$ cat src/rtl/stw_pkg.sv
// Shared types, constants and saturation helpers for the segment timeline walker.
// No dependencies; imported by every module of the block.
package stw_pkg;

   localparam int MAX_SEGMENTS_DEF  = 64;
   localparam int DURATION_BITS_DEF = 24;
   localparam int FRACTION_BITS_DEF = 16;

   localparam int TIME_W      = 31;
   localparam int TC_W        = 32;
   localparam int WIDE_W      = 35;
   localparam int COUNT_W     = 7;
   localparam int OPCODE_W    = 3;
   localparam int SEG_OUT_W   = 6;
   localparam int WIDX_W      = 6;
   localparam int WDUR_W      = 24;
   localparam int REQ_TDATA_W = 64;

   typedef logic signed [WIDE_W-1:0] wide_type;

   localparam logic [TIME_W-1:0]      TIME_MAX   = '1;
   localparam wide_type               TIME_MAX_W = 35'sh0_7FFF_FFFF;
   localparam wide_type               TC_MAX_W   = 35'sh0_7FFF_FFFF;
   localparam wide_type               TC_MIN_W   = 35'sh7_8000_0000;
   localparam logic signed [TC_W-1:0] TC_MAX     = 32'sh7FFF_FFFF;
   localparam logic signed [TC_W-1:0] TC_MIN     = 32'sh8000_0000;

   typedef enum logic [OPCODE_W-1:0] {
      OP_TICK      = 3'd0,
      OP_START     = 3'd1,
      OP_PAUSE     = 3'd2,
      OP_DIRECTION = 3'd3,
      OP_WRITE     = 3'd4
   } opcode_type;

   typedef struct packed {
      logic endstop;
      logic paused;
      logic walking;
      logic loop_en;
      logic forward;
   } flags_type;

   typedef struct packed {
      logic busy;
      logic done;
   } div_sts_type;

   typedef enum logic [3:0] {
      ST_IDLE,
      ST_EXEC,
      ST_MOD,
      ST_ADD,
      ST_CMP,
      ST_SPAN,
      ST_LOAD,
      ST_DIR2,
      ST_SUM_RD,
      ST_SUM_ADD,
      ST_PROG,
      ST_DIVP,
      ST_OUT
   } state_type;

   function automatic logic [TIME_W-1:0] sat_time(input wide_type v);
      if (v < 0) begin
         return '0;
      end else if (v > TIME_MAX_W) begin
         return TIME_MAX;
      end else begin
         return v[TIME_W-1:0];
      end
   endfunction

   function automatic logic signed [TC_W-1:0] sat_count(input wide_type v);
      if (v < TC_MIN_W) begin
         return TC_MIN;
      end else if (v > TC_MAX_W) begin
         return TC_MAX;
      end else begin
         return v[TC_W-1:0];
      end
   endfunction

endpackage

$ cat src/rtl/stw_divider.sv
// Iterative restoring divider, one quotient bit per cycle.
// Shared for the tick modulo and the progress fraction. Uses stw_pkg.
module stw_divider #(
   parameter int DIV_W = 47,
   parameter int DEN_W = 31
) (
   input  logic                      clock,
   input  logic                      reset,
   input  logic                      start,
   input  logic [DIV_W-1:0]          dividend,
   input  logic [DEN_W-1:0]          divisor,
   output stw_pkg::div_sts_type      status,
   output logic [DIV_W-1:0]          quotient,
   output logic [DEN_W-1:0]          remainder
);
   import stw_pkg::*;

   localparam int CNT_W = $clog2(DIV_W + 1);

   logic [DIV_W-1:0] quo_ff, quo_in;
   logic [DEN_W-1:0] rem_ff, rem_in;
   logic [DEN_W-1:0] den_ff, den_in;
   logic [CNT_W-1:0] cnt_ff, cnt_in;
   logic             busy_ff, busy_in;
   logic             done_ff, done_in;
   logic [DEN_W:0]   shifted;
   logic [DEN_W:0]   diff;

   assign shifted = {rem_ff, quo_ff[DIV_W-1]};
   assign diff    = shifted - {1'b0, den_ff};

   always_comb begin
      quo_in  = quo_ff;
      rem_in  = rem_ff;
      den_in  = den_ff;
      cnt_in  = cnt_ff;
      busy_in = busy_ff;
      done_in = 1'b0;
      if (start) begin
         quo_in  = dividend;
         rem_in  = '0;
         den_in  = divisor;
         cnt_in  = CNT_W'(DIV_W);
         busy_in = 1'b1;
      end else if (busy_ff) begin
         if (shifted >= {1'b0, den_ff}) begin
            rem_in = diff[DEN_W-1:0];
            quo_in = {quo_ff[DIV_W-2:0], 1'b1};
         end else begin
            rem_in = shifted[DEN_W-1:0];
            quo_in = {quo_ff[DIV_W-2:0], 1'b0};
         end
         cnt_in = cnt_ff - CNT_W'(1);
         if (cnt_ff == CNT_W'(1)) begin
            busy_in = 1'b0;
            done_in = 1'b1;
         end
      end
   end

   always_ff @(posedge clock) begin
      if (reset) begin
         busy_ff <= 1'b0;
         done_ff <= 1'b0;
         cnt_ff  <= '0;
      end else begin
         busy_ff <= busy_in;
         done_ff <= done_in;
         cnt_ff  <= cnt_in;
      end
      quo_ff <= quo_in;
      rem_ff <= rem_in;
      den_ff <= den_in;
   end

   assign status.busy = busy_ff;
   assign status.done = done_ff;
   assign quotient    = quo_ff;
   assign remainder   = rem_ff;

endmodule

$ cat src/rtl/segment_timeline_walker.sv
// Segment timeline walker: sequencer, duration table and time state.
// Depends on stw_pkg and stw_divider.
//
// One item at a time. A tick runs the shared restoring divider (DIV_W = 31 + FRACTION_BITS)
// for the modulo by the route total, then passes the CMP, SPAN and LOAD states for every
// segment boundary it crosses (at most 2*MAX_SEGMENTS+2), then uses the same divider for
// the progress fraction. Start, pause and direction items also end in the progress step.
// A duration write and a segment_count write re-sum the table, one read and one add per
// active segment, through the single table read port. The result sits in an output
// register; a new item is taken while it waits, and a finished item waits for the result
// slot to free.
module segment_timeline_walker #(
   parameter int MAX_SEGMENTS  = stw_pkg::MAX_SEGMENTS_DEF,
   parameter int DURATION_BITS = stw_pkg::DURATION_BITS_DEF,
   parameter int FRACTION_BITS = stw_pkg::FRACTION_BITS_DEF
) (
   input  logic                              clock,
   input  logic                              reset,
   input  logic                              req_tvalid,
   output logic                              req_tready,
   // delta_time, loop_flag, forward_flag, pause_flag, write_index, write_duration
   input  logic [stw_pkg::REQ_TDATA_W-1:0]   req_tdata,
   // opcode
   input  logic [stw_pkg::OPCODE_W-1:0]      req_tuser,
   output logic                              rsp_tvalid,
   input  logic                              rsp_tready,
   // current_segment, progress, moving_forward, walking, paused, stopped_at_end
   output logic [((FRACTION_BITS + 11 + 7) / 8) * 8 - 1:0] rsp_tdata,
   input  logic                              csr_valid,
   output logic                              csr_ready,
   input  logic [stw_pkg::COUNT_W-1:0]       csr_data
);
   import stw_pkg::*;

   localparam int SEG_W   = $clog2(MAX_SEGMENTS);
   localparam int N_W     = $clog2(MAX_SEGMENTS + 1);
   localparam int LIMIT   = 2 * MAX_SEGMENTS + 2;
   localparam int ITER_W  = $clog2(LIMIT + 1);
   localparam int PROG_W  = FRACTION_BITS + 1;
   localparam int DIV_W   = TIME_W + FRACTION_BITS;
   localparam int RSP_W   = ((FRACTION_BITS + 11 + 7) / 8) * 8;
   localparam logic [PROG_W-1:0] ONE = {1'b1, {FRACTION_BITS{1'b0}}};

   state_type state_ff, state_in;
   flags_type flags_ff, flags_in;
   logic [COUNT_W-1:0]       count_ff, count_in;
   logic [TIME_W-1:0]        total_ff, total_in;
   logic signed [TC_W-1:0]   tc_ff, tc_in;
   logic [TIME_W-1:0]        passed_ff, passed_in;
   logic [SEG_W-1:0]         seg_ff, seg_in;
   logic [DURATION_BITS-1:0] span_ff, span_in;
   logic [ITER_W-1:0]        iter_ff, iter_in;
   wide_type                 left_ff, left_in;
   logic [TIME_W-1:0]        acc_ff, acc_in;
   logic [N_W-1:0]           idx_ff, idx_in;
   logic                     sum_report_ff, sum_report_in;
   logic [PROG_W-1:0]        prog_ff, prog_in;
   logic                     rsp_valid_ff, rsp_valid_in;
   logic [RSP_W-1:0]         rsp_data_ff, rsp_data_in;

   opcode_type               op_ff, op_in;
   logic [TIME_W-1:0]        delta_ff, delta_in;
   logic                     loop_ff, loop_in;
   logic                     fwd_ff, fwd_in;
   logic                     pause_ff, pause_in;
   logic [WIDX_W-1:0]        widx_ff, widx_in;
   logic [WDUR_W-1:0]        wdur_ff, wdur_in;

   logic [DURATION_BITS-1:0] mem [MAX_SEGMENTS];
   logic [MAX_SEGMENTS-1:0]  valid_ff;
   logic [DURATION_BITS-1:0] rd_ff;
   logic                     rd_valid_ff;
   logic [DURATION_BITS-1:0] rd_val;
   logic [SEG_W-1:0]         rd_addr;
   logic                     mem_we;

   logic                     div_start;
   logic [DIV_W-1:0]         div_dividend;
   logic [TIME_W-1:0]        div_divisor;
   div_sts_type              div_sts;
   logic [DIV_W-1:0]         div_quo;
   logic [TIME_W-1:0]        div_rem;

   logic                     req_acc, csr_acc, rsp_free, active, at_end, step_go, widx_ok;
   logic                     sum_last;
   logic [N_W-1:0]           n_act;
   logic [SEG_W-1:0]         seg_last;
   wide_type                 tc_w, passed_w, total_w, span_w, end_w, num_w, acc_w, rd_w;
   wide_type                 add_w, wrap_w;
   logic [TIME_W-1:0]        sum_new;
   logic [SEG_W-1:0]         seg_rep;
   logic                     dir_rep;

   stw_divider #(
      .DIV_W (DIV_W),
      .DEN_W (TIME_W)
   ) u_div (
      .clock     (clock),
      .reset     (reset),
      .start     (div_start),
      .dividend  (div_dividend),
      .divisor   (div_divisor),
      .status    (div_sts),
      .quotient  (div_quo),
      .remainder (div_rem)
   );

   assign req_tready = (state_ff == ST_IDLE) && !csr_valid;
   assign csr_ready  = (state_ff == ST_IDLE);
   assign req_acc    = req_tvalid && req_tready;
   assign csr_acc    = csr_valid && csr_ready;
   assign rsp_free   = !rsp_valid_ff || rsp_tready;
   assign rsp_tvalid = rsp_valid_ff;
   assign rsp_tdata  = rsp_data_ff;

   always_comb begin
      if (count_ff == '0) begin
         n_act = N_W'(1);
      end else if ({25'b0, count_ff} > 32'(MAX_SEGMENTS)) begin
         n_act = N_W'(MAX_SEGMENTS);
      end else begin
         n_act = N_W'(count_ff);
      end
   end

   assign seg_last = SEG_W'(n_act - N_W'(1));
   assign active   = flags_ff.walking || flags_ff.paused;
   assign tc_w     = WIDE_W'(tc_ff);
   assign passed_w = $signed(WIDE_W'(passed_ff));
   assign total_w  = $signed(WIDE_W'(total_ff));
   assign span_w   = $signed(WIDE_W'(span_ff));
   assign acc_w    = $signed(WIDE_W'(acc_ff));
   assign rd_w     = $signed(WIDE_W'(rd_val));
   assign add_w    = (total_ff == '0) ? '0 : $signed(WIDE_W'(div_rem));
   assign end_w    = passed_w + span_w;
   assign num_w    = tc_w - passed_w;
   assign wrap_w   = tc_w - total_w;
   assign sum_new  = sat_time(acc_w + rd_w);
   assign sum_last = (idx_ff == n_act - N_W'(1));
   assign widx_ok  = {26'b0, widx_ff} < 32'(MAX_SEGMENTS);
   assign at_end   = flags_ff.forward ? ((N_W'(seg_ff) + N_W'(1)) >= n_act)
                                      : (seg_ff == '0);
   assign step_go  = (iter_ff < ITER_W'(LIMIT)) && (tc_w >= end_w);
   assign rd_val   = rd_valid_ff ? rd_ff : '0;
   assign rd_addr  = (state_ff == ST_SUM_RD) ? SEG_W'(idx_ff) : seg_ff;
   assign seg_rep  = active ? seg_ff : (flags_ff.endstop ? seg_last : '0);
   assign dir_rep  = active ? flags_ff.forward : 1'b1;

   always_comb begin
      state_in = state_ff;
      case (state_ff)
         ST_IDLE: begin
            if (csr_acc) begin
               state_in = ST_SUM_RD;
            end else if (req_acc) begin
               state_in = ST_EXEC;
            end
         end
         ST_EXEC: begin
            case (op_ff)
               OP_TICK: begin
                  if (!flags_ff.walking) state_in = ST_PROG;
                  else if (total_ff == '0) state_in = ST_ADD;
                  else state_in = ST_MOD;
               end
               OP_START:     state_in = ST_SPAN;
               OP_DIRECTION: state_in = active ? ST_DIR2 : ST_PROG;
               OP_WRITE:     state_in = widx_ok ? ST_SUM_RD : ST_PROG;
               default:      state_in = ST_PROG;
            endcase
         end
         ST_MOD: begin
            if (div_sts.done) state_in = ST_ADD;
         end
         ST_ADD: state_in = ST_CMP;
         ST_CMP: begin
            if (step_go && !(at_end && !flags_ff.loop_en)) state_in = ST_SPAN;
            else state_in = ST_PROG;
         end
         ST_SPAN: state_in = ST_LOAD;
         ST_LOAD: state_in = (op_ff == OP_START) ? ST_PROG : ST_CMP;
         ST_DIR2: state_in = ST_PROG;
         ST_SUM_RD: state_in = ST_SUM_ADD;
         ST_SUM_ADD: begin
            if (!sum_last) state_in = ST_SUM_RD;
            else state_in = sum_report_ff ? ST_PROG : ST_IDLE;
         end
         ST_PROG: begin
            if (active && span_ff != '0 && num_w > 0 && num_w < span_w) state_in = ST_DIVP;
            else state_in = ST_OUT;
         end
         ST_DIVP: begin
            if (div_sts.done) state_in = ST_OUT;
         end
         ST_OUT: begin
            if (rsp_free) state_in = ST_IDLE;
         end
         default: state_in = ST_IDLE;
      endcase
   end

   always_comb begin
      flags_in      = flags_ff;
      count_in      = count_ff;
      total_in      = total_ff;
      tc_in         = tc_ff;
      passed_in     = passed_ff;
      seg_in        = seg_ff;
      span_in       = span_ff;
      iter_in       = iter_ff;
      left_in       = left_ff;
      acc_in        = acc_ff;
      idx_in        = idx_ff;
      sum_report_in = sum_report_ff;
      prog_in       = prog_ff;
      rsp_valid_in  = rsp_valid_ff && !rsp_tready;
      rsp_data_in   = rsp_data_ff;
      op_in         = op_ff;
      delta_in      = delta_ff;
      loop_in       = loop_ff;
      fwd_in        = fwd_ff;
      pause_in      = pause_ff;
      widx_in       = widx_ff;
      wdur_in       = wdur_ff;
      mem_we        = 1'b0;
      div_start     = 1'b0;
      div_dividend  = '0;
      div_divisor   = '0;
      case (state_ff)
         ST_IDLE: begin
            if (csr_acc) begin
               count_in      = csr_data;
               sum_report_in = 1'b0;
               acc_in        = '0;
               idx_in        = '0;
            end else if (req_acc) begin
               op_in    = opcode_type'(req_tuser);
               delta_in = req_tdata[30:0];
               loop_in  = req_tdata[31];
               fwd_in   = req_tdata[32];
               pause_in = req_tdata[33];
               widx_in  = req_tdata[39:34];
               wdur_in  = req_tdata[63:40];
            end
         end
         ST_EXEC: begin
            case (op_ff)
               OP_TICK: begin
                  if (flags_ff.walking && total_ff != '0) begin
                     div_start    = 1'b1;
                     div_dividend = DIV_W'(delta_ff);
                     div_divisor  = total_ff;
                  end
               end
               OP_START: begin
                  flags_in.loop_en = loop_ff;
                  flags_in.forward = fwd_ff;
                  flags_in.paused  = 1'b0;
                  flags_in.walking = 1'b1;
                  tc_in            = '0;
                  passed_in        = '0;
                  seg_in           = fwd_ff ? '0 : seg_last;
               end
               OP_PAUSE: begin
                  if (pause_ff) begin
                     if (flags_ff.walking) begin
                        flags_in.paused  = 1'b1;
                        flags_in.walking = 1'b0;
                     end
                  end else if (flags_ff.paused) begin
                     flags_in.paused  = 1'b0;
                     flags_in.walking = 1'b1;
                  end
               end
               OP_DIRECTION: begin
                  if (active) begin
                     passed_in = sat_time(total_w - end_w);
                     left_in   = end_w - tc_w;
                  end
                  flags_in.forward = fwd_ff;
               end
               OP_WRITE: begin
                  if (widx_ok) begin
                     mem_we           = 1'b1;
                     tc_in            = '0;
                     seg_in           = '0;
                     passed_in        = '0;
                     flags_in.endstop = 1'b0;
                     flags_in.walking = 1'b0;
                     flags_in.paused  = 1'b0;
                     sum_report_in    = 1'b1;
                     acc_in           = '0;
                     idx_in           = '0;
                  end
               end
               default: begin
               end
            endcase
         end
         ST_ADD: begin
            tc_in   = sat_count(tc_w + add_w);
            iter_in = '0;
         end
         ST_CMP: begin
            if (step_go) begin
               iter_in = iter_ff + ITER_W'(1);
               if (at_end) begin
                  if (flags_ff.loop_en) begin
                     seg_in    = flags_ff.forward ? '0 : seg_last;
                     passed_in = '0;
                     tc_in     = (wrap_w < 0) ? '0 : wrap_w[TC_W-1:0];
                  end else begin
                     tc_in            = sat_count(end_w);
                     flags_in.walking = 1'b0;
                     flags_in.endstop = flags_ff.forward;
                  end
               end else begin
                  seg_in    = flags_ff.forward ? seg_ff + SEG_W'(1) : seg_ff - SEG_W'(1);
                  passed_in = sat_time(end_w);
               end
            end
         end
         ST_LOAD: span_in = rd_val;
         ST_DIR2: tc_in = sat_count(passed_w + left_ff);
         ST_SUM_ADD: begin
            if (sum_last) begin
               total_in = sum_new;
            end else begin
               acc_in = sum_new;
               idx_in = idx_ff + N_W'(1);
            end
         end
         ST_PROG: begin
            if (active) begin
               if (span_ff == '0 || num_w >= span_w) begin
                  prog_in = ONE;
               end else if (num_w <= 0) begin
                  prog_in = '0;
               end else begin
                  div_start    = 1'b1;
                  div_dividend = DIV_W'({num_w[DURATION_BITS-1:0], {FRACTION_BITS{1'b0}}});
                  div_divisor  = TIME_W'(span_ff);
               end
            end else begin
               prog_in = flags_ff.endstop ? ONE : '0;
            end
         end
         ST_DIVP: begin
            if (div_sts.done) prog_in = {1'b0, div_quo[FRACTION_BITS-1:0]};
         end
         ST_OUT: begin
            if (rsp_free) begin
               rsp_valid_in = 1'b1;
               rsp_data_in  = RSP_W'({flags_ff.endstop, flags_ff.paused, flags_ff.walking,
                                      dir_rep, prog_ff, SEG_OUT_W'(seg_rep)});
            end
         end
         default: begin
         end
      endcase
   end

   always_ff @(posedge clock) begin
      if (reset) begin
         state_ff     <= ST_IDLE;
         flags_ff     <= '{endstop: 1'b0, paused: 1'b0, walking: 1'b0,
                           loop_en: 1'b1, forward: 1'b1};
         count_ff     <= COUNT_W'(1);
         total_ff     <= '0;
         tc_ff        <= '0;
         passed_ff    <= '0;
         seg_ff       <= '0;
         span_ff      <= '0;
         rsp_valid_ff <= 1'b0;
      end else begin
         state_ff     <= state_in;
         flags_ff     <= flags_in;
         count_ff     <= count_in;
         total_ff     <= total_in;
         tc_ff        <= tc_in;
         passed_ff    <= passed_in;
         seg_ff       <= seg_in;
         span_ff      <= span_in;
         rsp_valid_ff <= rsp_valid_in;
      end
      iter_ff       <= iter_in;
      left_ff       <= left_in;
      acc_ff        <= acc_in;
      idx_ff        <= idx_in;
      sum_report_ff <= sum_report_in;
      prog_ff       <= prog_in;
      rsp_data_ff   <= rsp_data_in;
      op_ff         <= op_in;
      delta_ff      <= delta_in;
      loop_ff       <= loop_in;
      fwd_ff        <= fwd_in;
      pause_ff      <= pause_in;
      widx_ff       <= widx_in;
      wdur_ff       <= wdur_in;
   end

   // duration table, one write and one registered read port
   always_ff @(posedge clock) begin
      if (mem_we) mem[SEG_W'(widx_ff)] <= DURATION_BITS'(wdur_ff);
      rd_ff <= mem[rd_addr];
   end

   always_ff @(posedge clock) begin
      if (reset) begin
         valid_ff    <= '0;
         rd_valid_ff <= 1'b0;
      end else begin
         if (mem_we) valid_ff[SEG_W'(widx_ff)] <= 1'b1;
         rd_valid_ff <= valid_ff[rd_addr];
      end
   end

   a_one_channel: assert property (@(posedge clock) disable iff (reset)
      !(req_tvalid && req_tready && csr_valid && csr_ready))
      else $error("item and csr write taken together");

   a_flags_excl: assert property (@(posedge clock) disable iff (reset)
      !(flags_ff.walking && flags_ff.paused))
      else $error("walking and paused both set");

   a_prog_range: assert property (@(posedge clock) disable iff (reset)
      (state_ff == ST_OUT) |-> (prog_ff <= ONE))
      else $error("progress above one");

   a_div_free: assert property (@(posedge clock) disable iff (reset)
      div_start |-> !div_sts.busy)
      else $error("divider started while busy");

endmodule

$ cat config.mk
export PLATFORM = sky130hd
export DESIGN_NAME = segment_timeline_walker
export DESIGN_NICKNAME = d
export VERILOG_FILES = /design/src/rtl/stw_pkg.sv /design/src/rtl/stw_divider.sv /design/src/rtl/segment_timeline_walker.sv
export SDC_FILE = /design/constraint.sdc
export NUM_CORES = 2
export LEC_CHECK = 0
export BUFFER_PORTS_ARGS = -buffer_cell sky130_fd_sc_hd__buf_4
export CAP_MARGIN = 10
export CORE_ASPECT_RATIO = 1.25
export CORE_UTILIZATION = 40
export DETAILED_ROUTE_END_ITERATION = 8
export GPL_TIMING_DRIVEN = 0
export PLACE_DENSITY = 0.61
export SYNTH_ARGS = -nofsm -noshare
export SYNTH_HDL_FRONTEND = slang
export SYNTH_SLANG_ARGS = --single-unit
$ cat constraint.sdc
create_clock -name clock -period 6.5 [get_ports clock]
set_input_delay 1.3 -clock clock [delete_from_list [all_inputs] [get_ports clock]]
set_output_delay 1.3 -clock clock [all_outputs]
set_load 0.005 [all_outputs]
# [After elaboration in Yosys (flattened, before gate mapping)]
# Memories as Yosys holds them, arrays and structs flattened. A register that Yosys moved wholly into a read port is not among the register bits.
# Index checks and enable logic that the tools add are counted.
[word_totals] ram_bits=1536 ff_bits=516 memories=1
[classes] bitwise=3 add_sub_neg=16 n_mux=125 n_eq_ne=37 order_cmp=24 reduce_logical=58
[mem_list] name="mem" words=64 word_bits=24 rd=1 rd_ports_with_merged_regs=1 wr=1 line_no="segment_timeline_walker.sv:69" text="logic [DURATION_BITS-1:0] mem [MAX_SEGMENTS];"
[op_table] operator="two-way mux 31 bit" n=19
[op_table] operator="two-way mux 32 bit" n=11
[op_table] operator="one-hot mux 31 bit (2 select lines)" n=3
[op_table] operator="one-hot mux 32 bit (4 select lines)" n=1
[op_table] operator="two-way mux 40 bit" n=3
[op_table] operator="two-way mux 24 bit" n=4
[op_table] operator="two-way mux 47 bit" n=2
[op_table] operator="one-hot mux 31 bit (3 select lines)" n=1
[op_table] operator="two-way mux 17 bit" n=5
[op_table] operator="one-hot mux 40 bit (2 select lines)" n=1
[op_table] operator="> comparator 33 x 32 -> 1 bit (second input constant)" n=2
[op_table] operator="< comparator 33 x 1 -> 1 bit (second input constant)" n=2
[op_table] operator="< comparator 33 x 32 -> 1 bit (second input constant)" n=2
[op_table] operator="two-way mux 6 bit" n=11
[op_table] operator="subtractor 32 x 32 -> 33 bit" n=2
[op_table] operator="adder 31 x 24 -> 32 bit" n=2
[op_table] operator="> comparator 32 x 31 -> 1 bit (second input constant)" n=2
[op_table] operator="< comparator 32 x 1 -> 1 bit (second input constant)" n=2
[op_table] operator="OR 64 bit" n=1
[op_table] operator="one-hot mux 4 bit (13 select lines)" n=1
[op_table] operator="two-way mux 4 bit" n=11
[op_table] operator="adder 32 x 35 -> 35 bit" n=1
[op_table] operator="> comparator 35 x 32 -> 1 bit (second input constant)" n=1
[op_table] operator="< comparator 35 x 32 -> 1 bit (second input constant)" n=1
[op_table] operator="other kinds (73)" n=172

# [Longest topological paths before layout]
[depth] word_depth=10 depth_mapped=24

# [Hierarchy]
# A second synthesis with hierarchy kept.
[hier_totals] cells_unflattened=7056 area_unflattened_um2=96872.9
[by_module_without_submodules] module="segment_timeline_walker" cells_each=6432 area_per_inst_um2=90310.4 instances=1 seq_area_each_um2=56494.2
[by_module_without_submodules] module="stw_divider" cells_each=624 area_per_inst_um2=6562.5 instances=1 seq_area_each_um2=3123.0

# [Least setup slack after synthesis]
# Ideal clock, no wire load.
[synth_path] kind="flip-flop to flip-flop" startpoint="register tc_ff[1]" endpoint="register u_div.quo_ff[0] (netlist: u_div.quotient[0]) (enable)" arrival_ns=5.483 required_time_ns=6.095 path_stages_with_launch=22 path_slack_ns=0.611 path_buffers=2 cell_sequence="dfxtp_1 -> inv_1 -> fa_1 -> nand2b_1 -> a211o_1 -> a2111o_1 -> a41oi_2 -> or3_1 -> and2_1 -> ha_1 -> o21ai_0 -> nor2_1 -> a2111oi_0 -> o211ai_1 -> o211ai_1 -> nand4_1 -> nor4_4 -> and4b_4 -> nor2_4 -> buf_4 -> buf_6 -> nand2_1"
[synth_via] elab_chain_len=7 word_cells_on_any_way=9 cone_classes="1 x add/sub; 2 x order compare; 4 x mux; 2 x reduce/logical"
[synth_rtl] item="start: declaration" line_no="segment_timeline_walker.sv:48" text="logic signed [TC_W-1:0] tc_ff, tc_in;"
[synth_rtl] item="start signal: assignment" line_no="segment_timeline_walker.sv:380" text="tc_ff <= tc_in;"
[synth_rtl] item="subtractor 32 x 32 -> 33 bit (*)" line_no="segment_timeline_walker.sv:136" text="assign num_w = tc_w - passed_w;"
[synth_rtl] item="<= comparator 33 x 1 -> 1 bit or >= comparator 33 x 25 -> 1 bit (tied branches)" line_no="segment_timeline_walker.sv:337, segment_timeline_walker.sv:335"
[synth_rtl] item="two-way mux 1 bit or logical OR 1 bit (tied branches)" line_no="segment_timeline_walker.sv:337, segment_timeline_walker.sv:335"
[synth_rtl] item="two-way mux 1 bit (*)" line_no="segment_timeline_walker.sv:335" text="if (span_ff == '0 || num_w >= span_w) begin"
[synth_rtl] item="two-way mux 1 bit (*)" line_no="segment_timeline_walker.sv:334" text="if (active) begin"
[synth_rtl] item="one-hot mux 1 bit (2 select lines) (*)" line_no="segment_timeline_walker.sv:229" text="case (state_ff)"
[synth_rtl] item="nonzero test 2 bit (no line) (*)"
[synth_rtl] item="end signal: assignment" line_no="stw_divider.sv:71" text="quo_ff <= quo_in;"
[synth_rtl] item="end: declaration" line_no="stw_divider.sv:20" text="logic [DIV_W-1:0] quo_ff, quo_in;"
# Mark *: on every way between the ends. The rest lies on a longest branch, timed or not.
# A chain may end at the register's enable or synchronous reset.

# [Final worst setup path]
[layout_path] startpoint="register passed_ff[1]" endpoint="register tc_ff[24]"
[layout_via] elab_chain_len=8 word_cells_on_any_way=18 cone_classes="2 x add/sub; 5 x order compare; 1 x eq/ne; 8 x mux; 2 x reduce/logical"
[layout_rtl] item="start: declaration" line_no="segment_timeline_walker.sv:49" text="logic [TIME_W-1:0] passed_ff, passed_in;"
[layout_rtl] item="start signal: assignment" line_no="segment_timeline_walker.sv:381" text="passed_ff <= passed_in;"
[layout_rtl] item="adder 31 x 24 -> 32 bit" line_no="segment_timeline_walker.sv:135" text="assign end_w = passed_w + span_w;"
[layout_rtl] item="> comparator 32 x 31 -> 1 bit" line_no="stw_pkg.sv:78" text="end else if (v > TC_MAX_W) begin"
[layout_rtl] item="two-way mux 32 bit" line_no="stw_pkg.sv:78"
[layout_rtl] item="two-way mux 32 bit" line_no="stw_pkg.sv:76" text="if (v < TC_MIN_W) begin"
[layout_rtl] item="two-way mux 32 bit" line_no="segment_timeline_walker.sv:308" text="if (flags_ff.loop_en) begin"
[layout_rtl] item="two-way mux 32 bit" line_no="segment_timeline_walker.sv:307" text="if (at_end) begin"
[layout_rtl] item="two-way mux 32 bit" line_no="segment_timeline_walker.sv:305" text="if (step_go) begin"
[layout_rtl] item="one-hot mux 32 bit (4 select lines)" line_no="segment_timeline_walker.sv:229"
# Parallel ways exist; a longest one is shown, timed or not. The select of a mux whose other input is x is not followed.

==> flow_summary.toml <==
[floorplan]
dieWidth_um = 441.8
ios = 114
core_sq_um = 240200
start_util_pct = 40.26
die_area_sq_um = 243700
rows = 201
die_h_um = 551.7

[worst_setup_path]
cp_max_fo = 6
end_kind = "flop"
cp-start-kind = "flop"
critPathKind = "flop to flop"
worst_ep_arrival_time_ns = 7.14
required_ns = 7.21

[placed_design]
hpwl_um = 246100
portBuffers = 106
gp_congestion = 1.055
post-place-cells = 10380

[timing]
slew_headroom_pct = 1.767
finalCritPeriodShare_pct = 98.86
rsz0062_at_grt = "yes"
hold_viol_final = 0
tightestPinTransition_ns = 1.468
slew_violations = 0
period_needed_ns = 6.426
setup_violations = 0
finalClockSkew_ns = 0.07447
timing.fmax_ghz = 0.1556

[routing]
route.vias.total = 63640
viasPerCell = 5.880
drtAntennaViolNets = 0
first_pass_iters = 7
wirelength_um = 327800
drc = 0
first_iter_violations = 5993
post_drt_wl_per_cell_um = 30.29

[power_and_ir_drop]
leakagePower_nw = 38.65
total_power_mw = 47.28
p_per_area_nw_per_um2 = 425.1
irDropWorstVdd_mv = 0.3200

[synth]
ys_types = 105
ys_seq_area_share_pct = 61.65
yosysWarningCount = 0
synth_top_flop_cell = "edfxtp_1"
synth_area_sq_um = 96700
syn_inst = 7049
synth.avg_cell_area_sq_um = 13.72
synth-edff-count = 1806
async_flop_share_pct = 0
ys_ff_latch = 2075

[clock_tree]
hold_buffers = 0
htree_levels = 4
cts_made_buffers = 205
cts_root_buf = "clkbuf_16"
clk_path_buf_depth = 3
clock_latency_ns = 0.89
path_clk_slew_ns = 0.09
cts_sinks = 2075
cts_tree = "yes"

[hold_path]
hp-class = "flop to flop"

[final_layout]
most-common-layout-cells = "edfxtp_1 (1806), nand2_1 (544), nor2_1 (492)"
nets = 7860
area_growth_pct = 15.04
instances_no_fill = 10820
drive_above_1_share_pct = 16.56
final_common_cell = "edfxtp_1"

[global_routing]
grt_pass1_vias = 63160
grt_pass1_wl_um = 460100
antenna_found_initial = 17
overflow = 0
grtUsageTotal_pct = 26.43
grt_max_degree = 41

[job]
cap_viol_max_count = 0

[status]
status = "complete, no violations"
## synth_stat cells, drive strengths merged, types with 35 or more instances
library cell  instances  share of area [%]
ha                  307                4.0
xnor2               163                1.5
nand3                91               0.48
mux4                400                9.3
o21bai               41               0.32
nor3                 73               0.39
nor2b                67               0.43
and3                 49               0.32
a21o                113               0.88
a31oi                67               0.45
a211oi              254                2.1
clkbuf              224               0.87
buf                 120               0.70
a311oi               77               0.70
xor2                 88               0.80
o21a                 44               0.34
nand4                44               0.28
inv                 283                1.1
o21ai               255                1.3
dfxtp               269                5.6
o211ai               39               0.30
a21oi               459                2.4
nor2                564                2.2
nand2               545                2.1
mux2i                35               0.36
edfxtp             1806                 56
nand2b               45               0.29
and2                169                1.1
## per-layer routing
| metal | global-route usage [%] | share of wire [%] | vias to the layer above |
|---|---|---|---|
| met5 | 0 | 0.0070 | - |
| met4 | 18.65 | 7.9 | 4 |
| met3 | 4.342 | 6.3 | 733 |
| met2 | 44.91 | 49 | 2556 |
| met1 | 30.59 | 37 | 32260 |
| li1 | - | - | 28090 |
## path summary, 6_finish.rpt
check	from	endpoint	slack (ns)	depth (start not counted)
setup / recovery	passed_ff[1]	tc_ff[24]	0.07	23
hold / removal	prog_ff[8]	rsp_tdata[14]	0.42	0
setup reg to reg	passed_ff[1]	tc_ff[24]	0.07	23
hold reg to reg	prog_ff[8]	rsp_tdata[14]	0.42	0
## logic make-up after synthesis
group           Yosys count  share of synthesized area, %
compound gates         1569                         10.93
xor+xnor                251                         2.273
fa+ha+maj               320                         4.211
buf+inv                 630                         2.685
flops                  2075                         61.65
mux                     437                         9.706
other cells               1                      0.003878
simple gates           1766                         8.538
## cell type report
type                    instances  area, sq um
well taps                    3146         3936
multi-input cells            4348        35350
diodes                         37        92.59
clock inverters               121         1399
fillers                     21110       128900
plain buffers                 342         1539
inverters                     286         1077
flip-flops and latches       2075        59680
repair buffers                206         2660
clock buffers                 262         5500
## registers in the layout (all words and copies together) (netlist names), 8 cells and up
register	cells
acc_ff	31
delta_ff	31
iter_ff	8
left_ff	34
mem	1536
passed_ff	31
prog_ff	17
rd_ff	24
rsp_tdata	27
span_ff	24
tc_ff	32
total_ff	31
u_div.den_ff	31
u_div.quotient	47
u_div.remainder	31
valid_ff	64
wdur_ff	24
## critical path, stage by stage (launching register included)
cell      delay, ns
dfxtp_2        0.49
ha_1           0.30
a211oi_1       0.37
o211ai_1       0.28
nand3_2        0.24
nand3b_1       0.18
o31a_1         0.32
a31o_2         0.30
a21oi_2        0.15
o31ai_4        0.17
inv_1          0.09
ha_1           0.27
and3_1         0.20
and3_1         0.21
and4_1         0.25
a211o_1        0.30
a211o_1        0.35
a211oi_2       0.29
or4_4          0.31
a21oi_4        0.17
buf_4          0.21
nor3_4         0.33
and4b_2        0.36
nor3_1         0.07
## through the flow
step / area, sq um / TNS [ns] / utilization [%] / setup WS (ns) / hold WS (ns)
global placement: 101400 / -231.94 / 42.24 / -1.639 / 0.4023
global route: 111200 / -0.1082 / 46.31 / -0.05117 / 0.4240
detailed placement: 103600 / -134.68 / 43.15 / -1.268 / 0.4052
floorplan: 96710 / 0 / - / 0.6112 / 0.4003
CTS: 110900 / 0 / 46.17 / 0.002014 / 0.4203
finish: 111200 / 0 / 46.31 / 0.07429 / 0.4189
## power breakdown
group / internal [mW] / switching (mW)
Clock: 6.91 / 5.34
Combinational: 7.22 / 11.9
Sequential: 15.3 / 0.641
Total: 29.4 / 17.8
## repair_timing
| action | 4_1_cts | 5_1_grt |
|---|---|---|
| setup buffers | 11 | 10 |
| setup endpoints to repair | 269 | 188 |
| gates resized for setup | 73 | 43 |
| pin swaps | 9 | 8 |
| cloned | 0 | 1 |
Power figures use the tool's default switching activity.
